### config.mk
export PLATFORM = sky130hd
export DESIGN_NAME = tlbp_front
export DESIGN_NICKNAME = d
export VERILOG_FILES = /design/src/sv/tlbp_pkg.sv /design/src/sv/tlbp_front.sv
export SDC_FILE = /design/constraint.sdc
export NUM_CORES = 1
export LEC_CHECK = 0
export BUFFER_PORTS_ARGS = -buffer_cell sky130_fd_sc_hd__buf_2
export CAP_MARGIN = 20
export CORE_ASPECT_RATIO = 1.1
export CORE_UTILIZATION = 44
export DETAILED_ROUTE_END_ITERATION = 10
export PLACE_DENSITY_LB_ADDON = 0.05
export SETUP_SLACK_MARGIN = 0.02
export SLEW_MARGIN = 40
export SYNTH_ARGS = -nofsm -noshare
export SYNTH_HDL_FRONTEND = slang
export SYNTH_SLANG_ARGS = --single-unit
### constraint.sdc
create_clock -name clock -period 4.6 [get_ports clock]
set_input_delay 0.69 -clock clock [delete_from_list [all_inputs] [get_ports clock]]
set_output_delay 0.69 -clock clock [all_outputs]
set_load 0.005 [all_outputs]
### src/sv/tlbp_pkg.sv
// Package with the shared types and constants of the two-level branch predictor.
`timescale 1ns / 1ps
package tlbp_pkg;

   localparam int MAX_ENTRIES = 32;
   localparam int MAX_HISTORY = 8;
   localparam int IDX_W = $clog2(MAX_ENTRIES);
   localparam int ROW_LEN = 1 << MAX_HISTORY;
   localparam int CTR_DEPTH = MAX_ENTRIES * ROW_LEN;
   localparam int CTR_AW = $clog2(CTR_DEPTH);
   localparam int TAG_W = 30;
   localparam int NUM_REGS = 7;

   localparam logic [2:0] REG_INDEX_BITS = 3'd0;
   localparam logic [2:0] REG_HISTORY_LEN = 3'd1;
   localparam logic [2:0] REG_TAG_WIDTH = 3'd2;
   localparam logic [2:0] REG_INIT_CTR = 3'd3;
   localparam logic [2:0] REG_GLOBAL_HIST = 3'd4;
   localparam logic [2:0] REG_SHARED_TABLE = 3'd5;
   localparam logic [2:0] REG_SHARE_MODE = 3'd6;

   localparam logic [1:0] SHARE_NONE = 2'd0;
   localparam logic [1:0] SHARE_PC2 = 2'd1;
   localparam logic [1:0] SHARE_PC16 = 2'd2;

   localparam logic KIND_PREDICT = 1'b0;
   localparam logic KIND_UPDATE = 1'b1;

   // Effective configuration after saturation of out-of-range values.
   typedef struct packed {
      logic [2:0] index_bits;
      logic [3:0] history_len;
      logic [4:0] tag_width;
      logic [1:0] init_ctr;
      logic       global_hist;
      logic       shared_table;
      logic [1:0] share_mode;
   } cfg_type;

   // A request after classification by the front part.
   typedef struct packed {
      logic              kind;
      logic              taken;
      logic [31:0]       pc;
      logic [31:0]       actual_target;
      logic [31:0]       earlier_prediction;
      logic [IDX_W-1:0]  entry;
      logic [TAG_W-1:0]  tag;
   } req_info_type;

   typedef struct packed {
      logic        predict_taken;
      logic [31:0] next_address;
      logic [31:0] branch_count;
      logic [31:0] flush_count;
   } rsp_type;

   typedef enum logic [2:0] {
      ST_CLEAR,
      ST_IDLE,
      ST_LOOK,
      ST_ROWCLR,
      ST_EXEC
   } state_type;

endpackage

### src/sv/tlbp_front.sv
// Request queue that also splits each branch address into entry index and tag.
`timescale 1ns / 1ps
module tlbp_front
   import tlbp_pkg::*;
(
   input  logic         clock,
   input  logic         reset,
   input  cfg_type      cfg,
   input  logic         push,
   output logic         full,
   input  logic         kind,
   input  logic [31:0]  pc,
   input  logic         taken,
   input  logic [31:0]  actual_target,
   input  logic [31:0]  earlier_prediction,
   output logic         head_valid,
   output req_info_type head_info,
   input  logic         head_pop
);

   typedef struct packed {
      logic        kind;
      logic        taken;
      logic [31:0] pc;
      logic [31:0] actual_target;
      logic [31:0] earlier_prediction;
   } raw_type;

   raw_type    slot_ff [2];
   logic       wr_ptr_ff, wr_ptr_in;
   logic       rd_ptr_ff, rd_ptr_in;
   logic [1:0] count_ff, count_in;
   logic       do_push, do_pop;
   raw_type    head;
   logic [IDX_W-1:0] imask;
   logic [31:0]      tmask;
   logic [31:0]      shifted;

   assign full = (count_ff == 2'd2);
   assign head_valid = (count_ff != 2'd0);
   assign do_push = push && !full;
   assign do_pop = head_pop && head_valid;

   always_comb begin
      wr_ptr_in = wr_ptr_ff ^ do_push;
      rd_ptr_in = rd_ptr_ff ^ do_pop;
      count_in = count_ff + {1'b0, do_push} - {1'b0, do_pop};
   end

   always_ff @(posedge clock) begin
      if (reset) begin
         wr_ptr_ff <= 1'b0;
         rd_ptr_ff <= 1'b0;
         count_ff <= 2'd0;
      end else begin
         wr_ptr_ff <= wr_ptr_in;
         rd_ptr_ff <= rd_ptr_in;
         count_ff <= count_in;
      end
      if (do_push) begin
         slot_ff[wr_ptr_ff] <= '{kind, taken, pc, actual_target, earlier_prediction};
      end
   end

   // The index takes pc bits from bit two upward, the tag the bits right above the index.
   always_comb begin
      head = slot_ff[rd_ptr_ff];
      imask = IDX_W'((({1'b0, {IDX_W{1'b0}}}) | (IDX_W + 1)'(1)) << cfg.index_bits) - IDX_W'(1);
      tmask = 32'((33'd1 << cfg.tag_width) - 33'd1);
      shifted = head.pc >> (6'(cfg.index_bits) + 6'd2);
      head_info.kind = head.kind;
      head_info.taken = head.taken;
      head_info.pc = head.pc;
      head_info.actual_target = head.actual_target;
      head_info.earlier_prediction = head.earlier_prediction;
      head_info.entry = head.pc[IDX_W+1:2] & imask;
      head_info.tag = TAG_W'(shifted & tmask);
   end

endmodule

* After elaboration in Yosys (flattened, before gate mapping)
Memory sizes are Yosys's and may differ from the RTL's. A register that Yosys moved wholly into a read port is not among the register bits.
Cells that the tools add are included.
** Word-level totals
- Register bits :: 4
- Memories kept :: 1
- Memory bits (writable) :: 196
- Output and inout bits :: 135
- Logic and storage cells :: 24
- Input bits :: 120
** Memory list
- slot_ff :: words 2, width 98, read ports 1, clocked after memory_dff 1, wr ports 1, RTL line tlbp_front.sv:29 : raw_type slot_ff [2];
** Operators by class
- Reduce and logical (&&, ||, !) cells :: 4
- $add $sub $neg :: 5
- Shift operators :: 3
- Muxes and demuxes :: 3
- Bitwise gates (word level) :: 4
- Equality and inequality tests :: 1
** Operators with widths (count)
- right shift 32 x 4 -> 30 bit :: 1
- bitwise AND 30 bit :: 1
- left shift 1 x 5 -> 30 bit (first input constant) :: 1
- subtractor 30 x 1 -> 30 bit (second input constant) :: 1
- bitwise AND 5 bit :: 1
- left shift 1 x 3 -> 5 bit (first input constant) :: 1
- subtractor 5 x 1 -> 5 bit (second input constant) :: 1
- adder 3 x 2 -> 4 bit (second input constant) :: 1
- 2-to-1 mux 1 bit :: 3
- adder 2 x 1 -> 2 bit :: 1
- == test 2 bit (second input constant) :: 1
- logical AND 1 bit :: 2
- nonzero test 2 bit :: 1
- subtractor 2 x 1 -> 2 bit :: 1
- bitwise XOR 1 bit :: 2
- logical NOT 1 bit :: 1

* Longest topological paths before layout
Gate-level depths: netlist of run 1.
- Word-level depth :: 5
- Depth in mapped cells :: 9
- Depth with buffers taken out :: 8

* Least setup slack after synthesis of run 1
OpenSTA, ideal clock, no wires.
- Path kind :: input to register
- Start :: in push
- End :: mem slot_ff[1][0] (netlist name) (enable)
- Buffers on the path :: 0
- Setup time :: 0.468 ns
- Data required time :: 4.132 ns
- Stages on the path :: 3
- Data arrival time :: 3.133 ns
- Slack :: 0.998 ns
- Path through :: nand2_1 -> inv_1 -> ha_1
** Between the ends
- Word-level cells in the longest chain between the ends :: 3
** Ends and longest elaborated chain
- start: declaration :: RTL line tlbp_front.sv:9 : input logic push,
- logical AND 1 bit :: RTL line tlbp_front.sv:41 : assign do_push = push && !full;
- 2-to-1 mux 1 bit :: RTL line tlbp_front.sv:60 : if (do_push) begin
- 2-to-1 mux 1 bit (implied by the code) :: RTL line tlbp_front.sv:61 : slot_ff[wr_ptr_ff] <= '{kind, taken, pc, actual_target, earlier_prediction};
- end: declaration :: RTL line tlbp_front.sv:29
No other way between the ends.

==> run summary, run 1 <==
status = finished clean
Final HPWL DP = 16600 µm
Mapped Area = 0.00962 mm²
sequential-to-total area share from yosys stat = 62.0%
vias per cell = 5.44
Core ar. = 0.0214 mm²
Worst Path Buf+Inv = 2
Final Cycle Share = 84.0%
Critical Path Max Stage Delay = 0.53 ns
Int Pwr = 0.00391 W
clk slew on worst S/H paths = 0.08 ns
Final Max Slew Viols = 0
Final Util = 55.1%
Setup violations, final = 0
distinct cell type count after synthesis = 58
Routed Antenna Nets = 0
relative slew slack = 47.7%
cts hold-fix bufs = 0
post-synthesis simple-gate area fraction = 5.28%
Seq. cell area = 0.00597 mm²
startpoint types = input pin
syn nets = 744
worst vdd ir = 0.000263 V
CTS tree = built
Worst Setup End Kind = output port
first-pass GRT wire length = 34200 µm
minimum clock period after layout = 3.86 ns
post-synth top area cell = edfxtp_1
die height = 157 µm
critical path required time = 3.91 ns
pwr dens = 481 mW/mm²
Synth Area in XOR/XNOR = 0.455%
share of synthesized registers carrying an async set or reset = 0%
drt wl/cell = 19.7 µm
critical-path cell list = buf_2, nor3_1, nand3_1, ha_1, nor3b_1, a21oi_1, o22a_1, a211oi_1, buf_2
sw power = 0.00175 W
dpl cells = 1121
Tot Pwr = 0.00566 W
share of cells above drive strength 1 = 50.1%
max cap viols = 0
setup TNS = 0 ns
multi-input logic area = 0.00341 mm²
Synth Area in Adders = 0.780%
Final Instance Count excl. Fillers = 1156
Iteration-0 DRC Markers = 370
residual DRC count = 0
mux cell area share after synthesis = 21.4%
share of total power in sequential cells = 43.0%
vias = 6287
area fraction in compound gates after synthesis = 7.23%
RSZ-0062 raised after global routing = false
top post-synthesis cells by area = edfxtp_1 (61%), mux2_2 (13%), mux4_2 (4.9%), mux2i_1 (4.0%), nand2_1 (0.90%)
CP Class = in2out
Post-CTS Setup Bufs = 0
combinational family with the most area after synthesis = multiplexers
Yosys Warn Count = 0
syn_area_per_cell = 15.6 µm²
Filler cells = 1847
root buffer cell = clkbuf_16
Synth top area share = 61.2%
Layout area overhead = 22.4%
Die Span X = 143 µm
GRT Overall Usage = 20.4%
Worst-Margin Slew = 0.783 ns
clock skew = 0.0116 ns
commonest non-fill, non-tap cell in the layout = buf_2
Crit path arrival time = 3.17 ns
clock latency on the worst-skew pair = 0.43 ns
grt ovf = 0
CP dominant cell by count = buf_2
switch share = 30.9%
clock buffer depth = 2
critical path fanouts, max = 24
drt pass-1 iters = 5
layout net count = 977
post-CTS sizing = 0
clock group share of total power = 27.3%
row count = 56
largest net degree at the start of global routing = 58
I/O Pins = 255
most frequent cells in the layout = buf_2 (243), edfxtp_1 (196), mux2_2 (107), mux2i_1 (38), nand2_1 (23)
Peak Freq = 259 MHz
antenna violations before repair = 5
Final Hold Viols = 0
Worst path top cell family by delay = simple AND/OR/NAND/NOR gates
Hold Crit Class = in2reg
H-tree levels = 4
predominant post-synthesis flop cell = edfxtp_1
Seq cells post-synth = 200
Critical-path top delay cell = nor3b_1
Initial Utilization = 45.0%
Pleak = 4.47 nW
IO buf count = 244
GPL Wtd Cong = 0.833
Hold WS = 0.434 ns
vias in the first global route = 6155
Logic pwr share = 29.7%
total CTS buffers = 17
clock sinks = 200
Total Routed Length = 22700 µm
die area = 0.0225 mm²
number of synthesized flops with an enable pin = 196
Cells after Synth = 618
-- synthesized netlist by cell type (4+ instances only) --
| cell type | count |
|---|---|
| buf_4 | 5 |
| nor3_1 | 7 |
| a211oi_1 | 9 |
| nand3_1 | 7 |
| nor2b_1 | 6 |
| o2bb2ai_1 | 4 |
| buf_2 | 12 |
| a22oi_1 | 5 |
| nor2_1 | 14 |
| mux2_2 | 107 |
| nor3b_1 | 4 |
| a221o_1 | 4 |
| o22ai_1 | 5 |
| ha_1 | 6 |
| dfxtp_1 | 4 |
| and3_1 | 6 |
| inv_1 | 8 |
| o22a_1 | 5 |
| a221oi_1 | 7 |
| mux2i_1 | 38 |
| edfxtp_1 | 196 |
| and2_1 | 12 |
| clkbuf_1 | 20 |
| nand2_1 | 23 |
| o21ai_0 | 7 |
| a21oi_1 | 15 |
| or2_2 | 7 |
| mux4_2 | 21 |
| a31oi_1 | 7 |
-- logic make-up after synthesis --
group / after synthesis
mux: 166
fa+ha+maj: 6
buf+inv: 54
flops: 200
simple gates: 97
compound gates: 90
xor+xnor: 5
-- cell type report --
cell class	instances	share of cell area, %
flip-flops and latches	200	50.7
inverters	11	0.351
repair buffers	257	11.5
multi-input cells	364	28.9
clock inverters	15	1.77
clock buffers	17	3.61
well taps	290	3.08
diodes	2	0.0425
-- sequential cells by signal (all words and copies together) (netlist names) --
register	count
count_ff	2
rd_ptr_ff	1
wr_ptr_ff	1
slot_ff	196
-- power groups by stage --
stage / clock network (W) / registers, W / logic, W
after floorplan: 0 / 0.00244 / 0.00107
after global placement: 0 / 0.00251 / 0.00162
after detailed placement: 0 / 0.00252 / 0.00165
after CTS: 0.00160 / 0.00248 / 0.00166
after global routing: 0.00165 / 0.00246 / 0.00184
final: 0.00154 / 0.00243 / 0.00168
-- worst paths after layout --
kind,startpoint,cells after the start,slack [ns],end
worst min register to register,count_ff[1],2,0.57,count_ff[1]
worst max-delay path,cfg[8],9,0.74,head_info[18]
worst max register to register,count_ff[0],6,2.48,slot_ff[0][21]
worst min-delay path,actual_target[27],1,0.43,slot_ff[0][59]
-- through the flow --
stage | area [µm²] | setup slack [ns]
3_5_place_dp | 11100 | 0.849
2_1_floorplan | 9620 | 0.998
4_1_cts | 11800 | 0.824
5_1_grt | 11800 | 0.593
3_3_place_gp | 11100 | 0.875
6_report | 11800 | 0.738
-- layer usage --
layer	up-vias	global-route usage, %	wire length (µm)
li1	2943	-	-
met3	24	6.48	1930
met1	3067	26.8	9770
met4	2	5.17	248
met5	-	0	17
met2	251	32.6	10800
(Power assumes the default switching activity.)
==> inputs of run 2 (changes only) <==
- ABC_AREA: default -> 1
- clock period: 4.6 -> 3.51 ns (I/O delays scaled with it)
==> run summary, run 2 <==
relative slew slack = 51.8%
critical path fanouts, max = 55
largest registers = slot_ff: 196 flops, count_ff: 2 flops
syn nets = 1067
status = finished clean
Final Util = 55.3%
number of synthesized flops with an enable pin = 196
clock skew = 0.0138 ns
Worst Hold Depth = 1
worst vdd ir = 0.000418 V
Seq cells post-synth = 200
I/O Pins = 255
RSZ-0062 raised after global routing = false
Yosys Warn Count = 0
vias per cell = 4.86
Placement Cell Area = 0.0108 mm²
grt ovf = 0
post-CTS sizing = 0
Layout area overhead = 22.9%
Iteration-0 DRC Markers = 318
Final HPWL DP = 15800 µm
Post-CTS Setup Bufs = 0
most frequent cells in the layout = nand2_1 (432), buf_2 (244), edfxtp_1 (196), nor2_1 (49), nand3_1 (35)
IO buf count = 244
Critical Path Max Stage Delay = 0.45 ns
Worst path top cell family by delay = buffers and inverters
CTS tree = built
Final Hold Viols = 0
Die Span X = 141 µm
Synth top area share = 63.3%
antenna violations before repair = 8
Worst-Margin Slew = 0.723 ns
post-synth top area cell = edfxtp_1
Final Cycle Share = 90.0%
clock latency on the worst-skew pair = 0.43 ns
root buffer cell = clkbuf_16
Hold Crit Class = in2reg
Worst R2R End = slot_ff[1][94]
vias = 7044
clk slew on worst S/H paths = 0.08 ns
GPL Wtd Cong = 0.899
r2r worst-path depth = 5
setup ws final = 0.351 ns
Final Max Slew Viols = 0
Critical-path top delay cell = clkinv_2
Peak Freq = 317 MHz
Crit path arrival time = 2.63 ns
Mapped Area = 0.00929 mm²
max cap viols = 0
critical path required time = 2.98 ns
most frequent cells after synthesis = nand2_1 (432), edfxtp_1 (196), nor2_1 (49), nand3_1 (35), inv_1 (33)
Worst Hold Endpoint = slot_ff[0][87]
Seq. cell area = 0.00597 mm²
most common cell in the synthesized netlist = nand2_1
total CTS buffers = 17
H-tree levels = 4
Initial Utilization = 45.0%
vias in the first global route = 6676
Cells after Synth = 941
Worst Path Buf+Inv = 3
multi-input logic area = 0.00296 mm²
top post-synthesis cells by area = edfxtp_1 (63%), nand2_1 (17%), nor2_1 (2.0%), nand3_1 (1.9%), a21oi_1 (1.7%)
startpoint types = register
layout net count = 1300
CP Class = reg2out
final instance area = 0.0114 mm²
first-pass GRT wire length = 34300 µm
Reg with most FFs = slot_ff
die area = 0.0217 mm²
sequential-to-total area share from yosys stat = 64.2%
clock buffer depth = 2
Setup violations, final = 0
CP dominant cell by count = nand2_1
pwr dens = 659 mW/mm²
predominant post-synthesis flop cell = edfxtp_1
row count = 55
die height = 154 µm
largest net degree at the start of global routing = 101
syn_area_per_cell = 9.87 µm²
Filler cells = 1900
setup TNS = 0 ns
share of cells above drive strength 1 = 27.4%
Worst Setup End Kind = output port
Hold Crit Start = pc[23]
drt pass-1 iters = 4
flop-to-flop setup slack = 1.52 ns
commonest non-fill, non-tap cell in the layout = nand2_1
residual DRC count = 0
critical-path cell list = clkinv_2, buf_12, nand2_1, nand2_1, nand2_1, nand2_1, nand2_1, o21ai_0, o21ai_0, nor2_1, buf_2
drt wl/cell = 15.4 µm
max reg flops = 196
DP Worst Slack = 0.638 ns
share of synthesized registers carrying an async set or reset = 0%
cts hold-fix bufs = 0
Tot Pwr = 0.00753 W
Reg-to-Reg Start = count_ff[1]
Pleak = 5.18 nW
Routed Antenna Nets = 0
Core ar. = 0.0206 mm²
Total Routed Length = 22300 µm
clock sinks = 200
minimum clock period after layout = 3.16 ns
distinct cell type count after synthesis = 41
GRT Overall Usage = 20.9%
[run 2: cell count changes in the layout (fill, tap and decap cells not counted), sizes merged, moves of 6 or more]
cell    change
nor2b       -6
inv        +31
a221oi      -7
nor2       +45
o21ai      +33
and2       -11
nand3      +33
nand2     +414
mux4       -21
mux2i      -25
mux2      -107
and3        -6
a21oi      +17
a211oi      -9
[run 2: worst register-to-register path: stages, from the launching register on]
cell,delay [ns]
dfxtp_1,0.31
inv_1,0.10
o21ai_0,0.13
inv_1,0.16
ha_4,0.63
buf_4,0.36
[run 2: kinds of logic (layout without fill, tap and decap cells)]
kind of cell,after synthesis,after routing,share of synthesized area [%]
AND/OR/NAND/NOR,548,548,24.1
flip-flops,200,200,64.2
buffers and inverters,87,333,4.26
AO/OA/AOI/OAI,81,81,4.65
multiplexers,13,13,1.40
adder cells (fa/ha/maj),6,6,0.808
XOR/XNOR,6,6,0.566
other,0,7,0
[run 2: cell type report]
cell class / instances / area share (%)
clock inverter: 14 / 1.56
multi-input combinational: 654 / 25.9
sequential: 200 / 52.3
inverter: 43 / 1.42
antenna: 7 / 0.153
clock buffer: 18 / 3.76
timing repair buffer: 258 / 12.2
tap: 256 / 2.80
[run 2: how the worst max path moves through the flow]
stage,start,end,slack (ns),depth (start not counted)
after floorplan,push,slot_ff[1][0],0.02,3
after global placement,cfg[8],head_info[20],0.63,13
after detailed placement,cfg[8],head_info[20],0.64,13
after CTS,rd_ptr_ff,head_info[18],0.32,11
after global routing,rd_ptr_ff,head_info[3],0.11,9
final,rd_ptr_ff,head_info[7],0.35,11
[run 2: metrics by stage]
step | std cells | hold WS [ns]
floorplan | 941 | 0.532
global placement | 1411 | 0.574
detailed placement | 1411 | 0.583
CTS | 1443 | 0.264
global route | 1445 | 0.260
finish | 1450 | 0.279
[run 2: layer usage]
metal	vias to the layer above	wire length, µm	part of all wire [%]	global-route usage (%)
met5	-	28	0.13	0
met1	3183	8880	40	24.1
li1	3614	-	-	-
met3	36	1630	7.3	6.53
met4	4	584	2.6	9.16
met2	207	11200	50	35.9
[run 2: power by group]
part / switching (W) / internal [W]
combinational: 0.00153 / 0.000854
sequential: 0.0000868 / 0.00310
clock: 0.000929 / 0.00103
total: 0.00254 / 0.00499
